### config.mk
export PLATFORM = sky130hd
export DESIGN_NAME = bmp24_pixel_to_ascii_level_core
export DESIGN_NICKNAME = d
export VERILOG_FILES = /design/src/hw/rtl/bpa_pkg.sv /design/src/hw/rtl/bpa_front.sv /design/src/hw/rtl/bpa_queue.sv /design/src/hw/rtl/bpa_back.sv /design/src/hw/rtl/bmp24_pixel_to_ascii_level_core.sv
export SDC_FILE = /design/constraint.sdc
export NUM_CORES = 1
export LEC_CHECK = 0
export ABC_CLOCK_PERIOD_IN_PS = 14300
export BUFFER_PORTS_ARGS = -buffer_cell sky130_fd_sc_hd__clkbuf_2
export CORE_ASPECT_RATIO = 0.8
export CORE_MARGIN = 1
export CORE_UTILIZATION = 48
export CTS_CLUSTER_SIZE = 24
export DETAILED_ROUTE_END_ITERATION = 8
export GPL_ROUTABILITY_DRIVEN = 0
export PLACE_DENSITY = 0.7
export SLEW_MARGIN = 20
export SYNTH_ARGS = -nofsm -noshare
export SYNTH_HDL_FRONTEND = slang
export SYNTH_SLANG_ARGS = --single-unit
### constraint.sdc
create_clock -name clk -period 14.3 [get_ports clk]
set_input_delay 2.86 -clock clk [delete_from_list [all_inputs] [get_ports clk]]
set_output_delay 2.86 -clock clk [all_outputs]
set_load 0.005 [all_outputs]
### src/hw/rtl/bpa_pkg.sv
package bpa_pkg;

  // header layout of a 24-bit BMP file
  localparam logic [5:0] HEADER_BYTES = 6'd54;
  localparam logic [5:0] OFS_WIDTH    = 6'd18;
  localparam logic [5:0] OFS_HEIGHT   = 6'd22;
  localparam logic [5:0] OFS_DEPTH    = 6'd28;
  localparam logic [7:0] DEPTH_24     = 8'd24;

  // luma weights (x10000) and level step
  localparam int          LUMA_W_R  = 2126;
  localparam int          LUMA_W_G  = 7152;
  localparam int          LUMA_W_B  = 722;
  localparam int          LUMA_DIV  = 127500;
  localparam int          SUM_W     = 22;
  localparam logic [4:0]  LEVEL_MAX = 5'd19;

  // queue between the parser and the luma pipeline
  localparam int QUEUE_DEPTH = 4;
  localparam int QPTR_W      = $clog2(QUEUE_DEPTH);

  // one decoded pixel, as handed from parser to luma pipeline
  typedef struct packed {
    logic [11:0] x;
    logic [11:0] y;
    logic [7:0]  r;
    logic [7:0]  g;
    logic [7:0]  b;
    logic        err;
    logic        last;
  } pix_t;

  // level = min(floor(sum / LUMA_DIV), 19) by threshold compares
  function automatic logic [4:0] luma_level(input logic [SUM_W-1:0] sum);
    logic [4:0] lvl;
    lvl = 5'd0;
    for (int k = 1; k <= 19; k++) begin
      if (sum >= SUM_W'(k * LUMA_DIV)) lvl = lvl + 5'd1;
    end
    return lvl;
  endfunction

  // ramp from dark to bright
  function automatic logic [6:0] ramp_glyph(input logic [4:0] lvl);
    logic [6:0] g;
    unique case (lvl)
      5'd0:    g = 7'd64;   // @
      5'd1:    g = 7'd35;   // #
      5'd2:    g = 7'd36;   // $
      5'd3:    g = 7'd38;   // &
      5'd4:    g = 7'd37;   // %
      5'd5:    g = 7'd56;   // 8
      5'd6:    g = 7'd111;  // o
      5'd7:    g = 7'd43;   // +
      5'd8:    g = 7'd61;   // =
      5'd9:    g = 7'd124;  // |
      5'd10:   g = 7'd47;   // /
      5'd11:   g = 7'd105;  // i
      5'd12:   g = 7'd33;   // !
      5'd13:   g = 7'd58;   // :
      5'd14:   g = 7'd45;   // -
      5'd15:   g = 7'd42;   // *
      5'd16:   g = 7'd44;   // ,
      5'd17:   g = 7'd46;   // .
      5'd18:   g = 7'd39;   // '
      default: g = 7'd32;   // space
    endcase
    return g;
  endfunction

endpackage

### src/hw/rtl/bpa_front.sv
module bpa_front #(
  parameter int MAX_WIDTH  = 4096,
  parameter int MAX_HEIGHT = 4096
) (
  input  logic             clk,
  input  logic             rst,
  input  logic             in_valid,
  output logic             in_stall,
  input  logic             new_file,
  input  logic [7:0]       data_byte,
  input  logic             q_full,
  output logic             push,
  output bpa_pkg::pix_t    push_data
);
  import bpa_pkg::*;

  localparam int CW = $clog2(MAX_WIDTH + 1);
  localparam int RW = $clog2(MAX_HEIGHT + 1);

  logic [5:0]    bp, bp_next;
  logic [31:0]   img_w, img_w_next;
  logic [31:0]   img_h, img_h_next;
  logic          err, err_next;
  logic [1:0]    ch, ch_next;
  logic [7:0]    bhold, bhold_next;
  logic [7:0]    ghold, ghold_next;
  logic [CW-1:0] col, col_next;
  logic [RW-1:0] row, row_next;
  logic [1:0]    pad, pad_next;
  logic          done, done_next;
  logic          accept;
  logic          pix_fire;
  logic          last_pix;

  // stall only while the queue has no room
  assign in_stall = q_full;
  assign accept   = in_valid && !q_full;

  // header parse and pixel walk for one byte
  always_comb begin
    bp_next    = bp;
    img_w_next = img_w;
    img_h_next = img_h;
    err_next   = err;
    ch_next    = ch;
    bhold_next = bhold;
    ghold_next = ghold;
    col_next   = col;
    row_next   = row;
    pad_next   = pad;
    done_next  = done;
    pix_fire   = 1'b0;
    last_pix   = 1'b0;

    if (new_file) begin
      bp_next    = '0;
      img_w_next = '0;
      img_h_next = '0;
      ch_next    = '0;
      bhold_next = '0;
      ghold_next = '0;
      col_next   = '0;
      row_next   = '0;
      pad_next   = '0;
      done_next  = 1'b0;
    end

    if (bp_next < HEADER_BYTES) begin
      unique case (bp_next)
        OFS_WIDTH:          img_w_next[7:0]   = data_byte;
        OFS_WIDTH + 6'd1:   img_w_next[15:8]  = data_byte;
        OFS_WIDTH + 6'd2:   img_w_next[23:16] = data_byte;
        OFS_WIDTH + 6'd3:   img_w_next[31:24] = data_byte;
        OFS_HEIGHT:         img_h_next[7:0]   = data_byte;
        OFS_HEIGHT + 6'd1:  img_h_next[15:8]  = data_byte;
        OFS_HEIGHT + 6'd2:  img_h_next[23:16] = data_byte;
        OFS_HEIGHT + 6'd3:  img_h_next[31:24] = data_byte;
        OFS_DEPTH:          if (data_byte != DEPTH_24) err_next = 1'b1;
        default:            ;
      endcase
      bp_next = bp_next + 6'd1;
      if (bp_next == HEADER_BYTES) begin
        ch_next  = '0;
        col_next = '0;
        row_next = '0;
        pad_next = '0;
        if (img_w_next > 32'(MAX_WIDTH) || img_h_next > 32'(MAX_HEIGHT)) begin
          err_next  = 1'b1;
          done_next = 1'b1;
        end else if (img_w_next == 32'd0 || img_h_next == 32'd0) begin
          done_next = 1'b1;
        end
      end
    end else if (done_next) begin
      // trailing bytes: nothing to do
    end else if (pad_next != 2'd0) begin
      pad_next = pad_next - 2'd1;
    end else if (ch_next == 2'd0) begin
      bhold_next = data_byte;
      ch_next    = 2'd1;
    end else if (ch_next == 2'd1) begin
      ghold_next = data_byte;
      ch_next    = 2'd2;
    end else begin
      // red byte completes the pixel
      pix_fire = 1'b1;
      ch_next  = 2'd0;
      last_pix = (32'(col_next) + 32'd1 == img_w_next) &&
                 (32'(row_next) + 32'd1 == img_h_next);
      col_next = col_next + CW'(1);
      if (32'(col_next) >= img_w_next) begin
        col_next = '0;
        row_next = row_next + RW'(1);
        pad_next = img_w_next[1:0];
        if (32'(row_next) >= img_h_next) done_next = 1'b1;
      end
    end
  end

  // pixel record to the queue
  assign push           = accept && pix_fire;
  assign push_data.x    = 12'(new_file ? '0 : col);
  assign push_data.y    = 12'(new_file ? '0 : row);
  assign push_data.r    = data_byte;
  assign push_data.g    = ghold;
  assign push_data.b    = bhold;
  assign push_data.err  = err_next;
  assign push_data.last = last_pix;

  // control state
  always_ff @(posedge clk) begin
    if (rst) begin
      bp    <= '0;
      img_w <= '0;
      img_h <= '0;
      err   <= 1'b0;
      ch    <= '0;
      col   <= '0;
      row   <= '0;
      pad   <= '0;
      done  <= 1'b0;
    end else if (accept) begin
      bp    <= bp_next;
      img_w <= img_w_next;
      img_h <= img_h_next;
      err   <= err_next;
      ch    <= ch_next;
      col   <= col_next;
      row   <= row_next;
      pad   <= pad_next;
      done  <= done_next;
    end
  end

  // held channels
  always_ff @(posedge clk) begin
    if (accept) begin
      bhold <= bhold_next;
      ghold <= ghold_next;
    end
  end

endmodule

### src/hw/rtl/bpa_queue.sv
module bpa_queue (
  input  logic          clk,
  input  logic          rst,
  input  logic          push,
  input  bpa_pkg::pix_t push_data,
  input  logic          pop,
  output bpa_pkg::pix_t pop_data,
  output logic          empty,
  output logic          full
);
  import bpa_pkg::*;

  pix_t              mem [QUEUE_DEPTH];
  logic [QPTR_W-1:0] wr_ptr;
  logic [QPTR_W-1:0] rd_ptr;
  logic [QPTR_W:0]   count;

  assign empty    = (count == '0);
  assign full     = (count == (QPTR_W + 1)'(QUEUE_DEPTH));
  assign pop_data = mem[rd_ptr];

  // pointers and fill level
  always_ff @(posedge clk) begin
    if (rst) begin
      wr_ptr <= '0;
      rd_ptr <= '0;
      count  <= '0;
    end else begin
      if (push) wr_ptr <= wr_ptr + QPTR_W'(1);
      if (pop)  rd_ptr <= rd_ptr + QPTR_W'(1);
      unique case ({push, pop})
        2'b10:   count <= count + (QPTR_W + 1)'(1);
        2'b01:   count <= count - (QPTR_W + 1)'(1);
        default: ;
      endcase
    end
  end

  // entry storage
  always_ff @(posedge clk) begin
    if (push) mem[wr_ptr] <= push_data;
  end

endmodule

### src/hw/rtl/bpa_back.sv
module bpa_back (
  input  logic          clk,
  input  logic          rst,
  input  logic          q_empty,
  input  bpa_pkg::pix_t q_data,
  output logic          pop,
  output logic          out_valid,
  input  logic          out_stall,
  output logic [11:0]   pix_x,
  output logic [11:0]   pix_y,
  output logic [7:0]    red,
  output logic [7:0]    green,
  output logic [7:0]    blue,
  output logic [4:0]    level,
  output logic [6:0]    glyph,
  output logic          format_error,
  output logic          last_pixel
);
  import bpa_pkg::*;

  logic             a_valid;
  pix_t             a_pix;
  logic [SUM_W-1:0] a_sum;
  logic [SUM_W-1:0] sum_c;
  logic [4:0]       lvl_c;
  logic             a_load;
  logic             b_load;

  // stage loads when empty or when its contents move on
  assign b_load = !out_valid || !out_stall;
  assign a_load = !a_valid || b_load;
  assign pop    = a_load && !q_empty;

  // weighted sum of the three channels
  assign sum_c = SUM_W'(LUMA_W_R) * SUM_W'(q_data.r)
               + SUM_W'(LUMA_W_G) * SUM_W'(q_data.g)
               + SUM_W'(LUMA_W_B) * SUM_W'(q_data.b);

  assign lvl_c = luma_level(a_sum);

  // valid bits
  always_ff @(posedge clk) begin
    if (rst) begin
      a_valid   <= 1'b0;
      out_valid <= 1'b0;
    end else begin
      if (a_load) a_valid   <= !q_empty;
      if (b_load) out_valid <= a_valid;
    end
  end

  // sum stage and output register
  always_ff @(posedge clk) begin
    if (a_load) begin
      a_pix <= q_data;
      a_sum <= sum_c;
    end
    if (b_load) begin
      pix_x        <= a_pix.x;
      pix_y        <= a_pix.y;
      red          <= a_pix.r;
      green        <= a_pix.g;
      blue         <= a_pix.b;
      level        <= lvl_c;
      glyph        <= ramp_glyph(lvl_c);
      format_error <= a_pix.err;
      last_pixel   <= a_pix.last;
    end
  end

endmodule

### src/hw/rtl/bmp24_pixel_to_ascii_level_core.sv
// Turns a 24-bit BMP byte stream into one item per pixel: position, the
// three channels, a luma level 0..19 and its ASCII ramp glyph. One byte is
// taken every cycle while in_stall is low; the 54 header bytes, row padding
// and blue/green bytes give no item. The item for a red byte reaches the
// outputs through the queue, which is written on the accepting edge, then
// the luma sum stage and then the level/glyph output register. A four-entry
// queue sits between the parser and the luma pipeline, so the input stalls
// only once the output has been stalled long enough to fill it.
// format_error is sticky until reset; a size above MAX_WIDTH x MAX_HEIGHT
// yields no pixels.
module bmp24_pixel_to_ascii_level_core #(
  parameter int MAX_WIDTH  = 4096,
  parameter int MAX_HEIGHT = 4096
) (
  input  logic        clk,
  input  logic        rst,
  input  logic        in_valid,
  output logic        in_stall,
  input  logic        new_file,
  input  logic [7:0]  data_byte,
  output logic        out_valid,
  input  logic        out_stall,
  output logic [11:0] pix_x,
  output logic [11:0] pix_y,
  output logic [7:0]  red,
  output logic [7:0]  green,
  output logic [7:0]  blue,
  output logic [4:0]  level,
  output logic [6:0]  glyph,
  output logic        format_error,
  output logic        last_pixel
);
  import bpa_pkg::*;

  logic q_full;
  logic q_empty;
  logic q_push;
  logic q_pop;
  pix_t q_in;
  pix_t q_out;

  // byte parser
  bpa_front #(
    .MAX_WIDTH  (MAX_WIDTH),
    .MAX_HEIGHT (MAX_HEIGHT)
  ) u_front (
    .clk       (clk),
    .rst       (rst),
    .in_valid  (in_valid),
    .in_stall  (in_stall),
    .new_file  (new_file),
    .data_byte (data_byte),
    .q_full    (q_full),
    .push      (q_push),
    .push_data (q_in)
  );

  // pixel queue
  bpa_queue u_queue (
    .clk       (clk),
    .rst       (rst),
    .push      (q_push),
    .push_data (q_in),
    .pop       (q_pop),
    .pop_data  (q_out),
    .empty     (q_empty),
    .full      (q_full)
  );

  // luma pipeline
  bpa_back u_back (
    .clk          (clk),
    .rst          (rst),
    .q_empty      (q_empty),
    .q_data       (q_out),
    .pop          (q_pop),
    .out_valid    (out_valid),
    .out_stall    (out_stall),
    .pix_x        (pix_x),
    .pix_y        (pix_y),
    .red          (red),
    .green        (green),
    .blue         (blue),
    .level        (level),
    .glyph        (glyph),
    .format_error (format_error),
    .last_pixel   (last_pixel)
  );

  // checks
  a_level_range: assert property (@(posedge clk) disable iff (rst)
    out_valid |-> level <= LEVEL_MAX)
    else $error("level out of range");

  a_glyph_match: assert property (@(posedge clk) disable iff (rst)
    out_valid |-> glyph == ramp_glyph(level))
    else $error("glyph does not match level");

  a_no_overflow: assert property (@(posedge clk) disable iff (rst)
    q_push |-> !q_full)
    else $error("pixel queue overflow");

  a_no_underflow: assert property (@(posedge clk) disable iff (rst)
    q_pop |-> !q_empty)
    else $error("pixel queue underflow");

endmodule
==> flow_metrics.env <==
export IMPL_outcome="finished, final reports clean"
export IMPL_synthDistinctLibCells=99
export IMPL_cpMaxStageDelayCell="edfxtp_1"
export IMPL_synth_yosys_seq_area_share_pct=47.1
export IMPL_numCtsBuffers=47
export IMPL_grtUsageMet2_pct=32.7
export IMPL_cts_tree="yes"
export IMPL_initial_core_util_pct=48.8
export IMPL_ys_seq_elements=462
export IMPL_port_buffer_count=76
export IMPL_grt_start_max_net_pins=74
export IMPL_synthSimpleGateAreaFrac_pct=11.7
export IMPL_first_global_vias=18600
export IMPL_synth_top_cell_area_share_pct=38.8
export IMPL_clock_skew_ns=0.0274
export IMPL_die_area_mm2=0.0573
export IMPL_grt_usage_pct=21.3
export IMPL_worst_setup_path_type="register to register"
export IMPL_cp_arrival_ns=13.74
export IMPL_muxShareOfSynthArea_pct=5.11
export IMPL_start_kind="register"
export IMPL_antenna_left=0
export IMPL_cts_buffer_depth=3
export IMPL_synthCells=2380
export IMPL_maxCapViolCount=0
export IMPL_antenna_found_initial=0
export IMPL_drive_above_1_share_pct=11.6
export IMPL_synth_area_top_cells="edfxtp_1 (39%), ha_1 (9.7%), dfxtp_1 (8.4%)"
export IMPL_synth_fa_ha_area_share_pct=14.5
export IMPL_fin_crit_ns=13.42
export IMPL_root_buffer="clkbuf_16"
export IMPL_critPathMaxFanout=13
export IMPL_maxSlewViolCount=0
export IMPL_areaGrowthSynthToFinish_pct=10.0
export IMPL_slew_limit_headroom_pct=34.7
export IMPL_finalSetupViolCount=0
export IMPL_critPathLaunch="u_back.a_sum[7]"
export IMPL_hold_class="register to register"
export IMPL_overflow=0
export IMPL_tightest_slew_ns=0.980
export IMPL_grt_use_met1_pct=30.8
export IMPL_final_area_mm2=0.0297
export IMPL_endpoint_kind="register"
export IMPL_clk_latency_ns=0.59
export IMPL_yosys_area_top_type="edfxtp_1"
export IMPL_clock_sinks=462
export IMPL_top_usage_layer="met2"
export IMPL_rows=77
export IMPL_cp_common_cell="ha_1"
export IMPL_critical_path_max_stage_delay_ns=0.57
export IMPL_synth_net_count=2667
export IMPL_num_antenna_cells=0
export IMPL_io_pins=77
export IMPL_dpl_cell_count=3117
export IMPL_finalNetCount=2706
export IMPL_fmax_mhz=74.5
export IMPL_synthArstFlopShare_pct=0
export IMPL_place_detailed_hpwl_um=41300
export IMPL_first_iter_violations=1937
export IMPL_rsz0062_at_grt="no"
export IMPL_clkTransAtPathRegs_ns=0.06
export IMPL_die_y_um=214
export IMPL_grt_pass1_wl_um=98100
export IMPL_hold_viol_final=0
export IMPL_ys_warn_count=0
export IMPL_syn_area_per_cell_um2=11.4
export IMPL_routed_via_density=5.85
export IMPL_synth_compound_area_share_pct=11.8
export IMPL_cts_max_level=2
export IMPL_vias=18800
export IMPL_synthXorXnorAreaFrac_pct=5.44
export IMPL_gr_usage_met3_pct=3.19
export IMPL_synth_edff_count=349
export IMPL_mappedNetlistArea_mm2=0.0270
export IMPL_dr_pass1_iters=6
export IMPL_die_w_um=267
export IMPL_drt_wl_total_um=60400
export IMPL_placed_area_mm2=0.0281
export IMPL_wire_per_inst_um=18.8
export IMPL_required_ns=14.62
export IMPL_drcViolationCount=0
export IMPL_finalSetupTns_ns=0
export IMPL_core_mm2=0.0554
export IMPL_r2r_start="u_back.a_sum[7]"
export IMPL_final_cells=3207
export IMPL_synth_ff_type="edfxtp_1"
export IMPL_synth_top_family_by_area="adder cells"
export IMPL_finalCritPeriodShare_pct=93.8
export IMPL_min_from="u_back.a_pix[17]"
## timing repair
action	CTS	global route
gates resized for setup	0	6
setup buffers	0	3
hold endpoints to repair	0	0
setup endpoints to repair	0	6
hold buffers	0	0
## state kept, by name, summed over array words and instances, names as in the netlist, 12 cells and up, named ones only
signal,count
u_front.col,13
u_front.img_h,32
u_back.pix_x,12
u_queue.mem,200
u_back.a_sum,21
u_back.pix_y,12
u_front.img_w,32
u_front.row,13
u_back.a_pix,50
## layout make-up
cell class                 count  area [µm²]
fill                        4630       25700
clock inverter                18         195
inverter                     205         769
timing repair buffer          89         480
multi-input combinational   1614       13200
clock buffer                  69        1400
sequential                   462       12700
tap                          750         938
## cell usage in the layout (no fill, tap or decap), types with 14 or more instances in the layout
| cell | count |
|---|---|
| nor3_1 | 44 |
| xnor2_1 | 88 |
| buf_4 | 14 |
| o21bai_1 | 37 |
| a21oi_1 | 118 |
| mux4_2 | 50 |
| nand2_1 | 152 |
| a22oi_1 | 65 |
| ha_1 | 210 |
| xor2_1 | 27 |
| clkbuf_16 | 51 |
| nor2b_1 | 34 |
| clkbuf_2 | 75 |
| a21o_1 | 29 |
| nor2_1 | 223 |
| o21ai_0 | 67 |
| and3_1 | 19 |
| a221oi_1 | 16 |
| nand4_1 | 22 |
| o31ai_1 | 16 |
| edfxtp_1 | 349 |
| fa_1 | 64 |
| nor4_1 | 16 |
| dfxtp_1 | 111 |
| inv_1 | 203 |
| nand3_1 | 54 |
## critical path, delay by kind of cell (launching register included)
kind,cells,cell delay [ns]
adder cells (fa/ha/maj),16,4.46
AND/OR/NAND/NOR,16,2.99
AO/OA/AOI/OAI,15,2.88
multiplexers,7,1.74
flip-flops,1,0.57
XOR/XNOR,2,0.44
buffers and inverters,1,0.07
## path summary, 6_finish.rpt
check                         end  depth (start not counted)  slack (ns)
setup / recovery  u_back.glyph[5]                         57        0.88
hold / removal    u_back.green[7]                          0        0.41
setup reg to reg  u_back.glyph[5]                         57        0.88
hold reg to reg   u_back.green[7]                          0        0.41
## cell usage after synthesis, drive strengths merged, types with 19 or more instances
cell type and n:
nand4 23, o21bai 37, nor2 225, dfxtp 113, a21oi 118, nor2b 34, fa 64, edfxtp 349
a22oi 65, buf 25, and3 19, nor3 46, a21o 29, xnor2 101, ha 210, clkbuf 74
mux4 50, nand2 154, nand3 56, xor2 31, o21ai 76, inv 204
## layer usage
metal | wire length [µm] | vias up | part of all wire [%]
met4 | 1570 | 0 | 2.6
met3 | 4220 | 126 | 7.0
li1 | - | 8765 | -
met2 | 27000 | 758 | 45
met1 | 27600 | 9102 | 46
met5 | 0 | - | 0
## logic make-up (layout without fill, tap and decap cells)
group / count (synthesis) / in the layout
buffers and inverters: 304 / 381
DFF: 462 / 462
AOI/OAI and AO/OA: 468 / 468
xor gates and xnor gates: 138 / 138
adders and majority gates: 274 / 274
muxes: 74 / 74
and+or+nand+nor: 660 / 660
## per-stage QoR
step | hold slack, ns | utilization [%] | setup WS (ns)
2_1_floorplan | 0.400 | - | 2.07
3_3_place_gp | 0.402 | 50.7 | 1.14
3_5_place_dp | 0.405 | 50.7 | 0.461
4_1_cts | 0.419 | 53.5 | 0.413
5_1_grt | 0.417 | 53.7 | 0.0302
6_report | 0.414 | 53.7 | 0.882
Power is left out: the tool's default activity adds up to more than one toggle a clock period on the data nets, which glitch-free logic cannot reach.
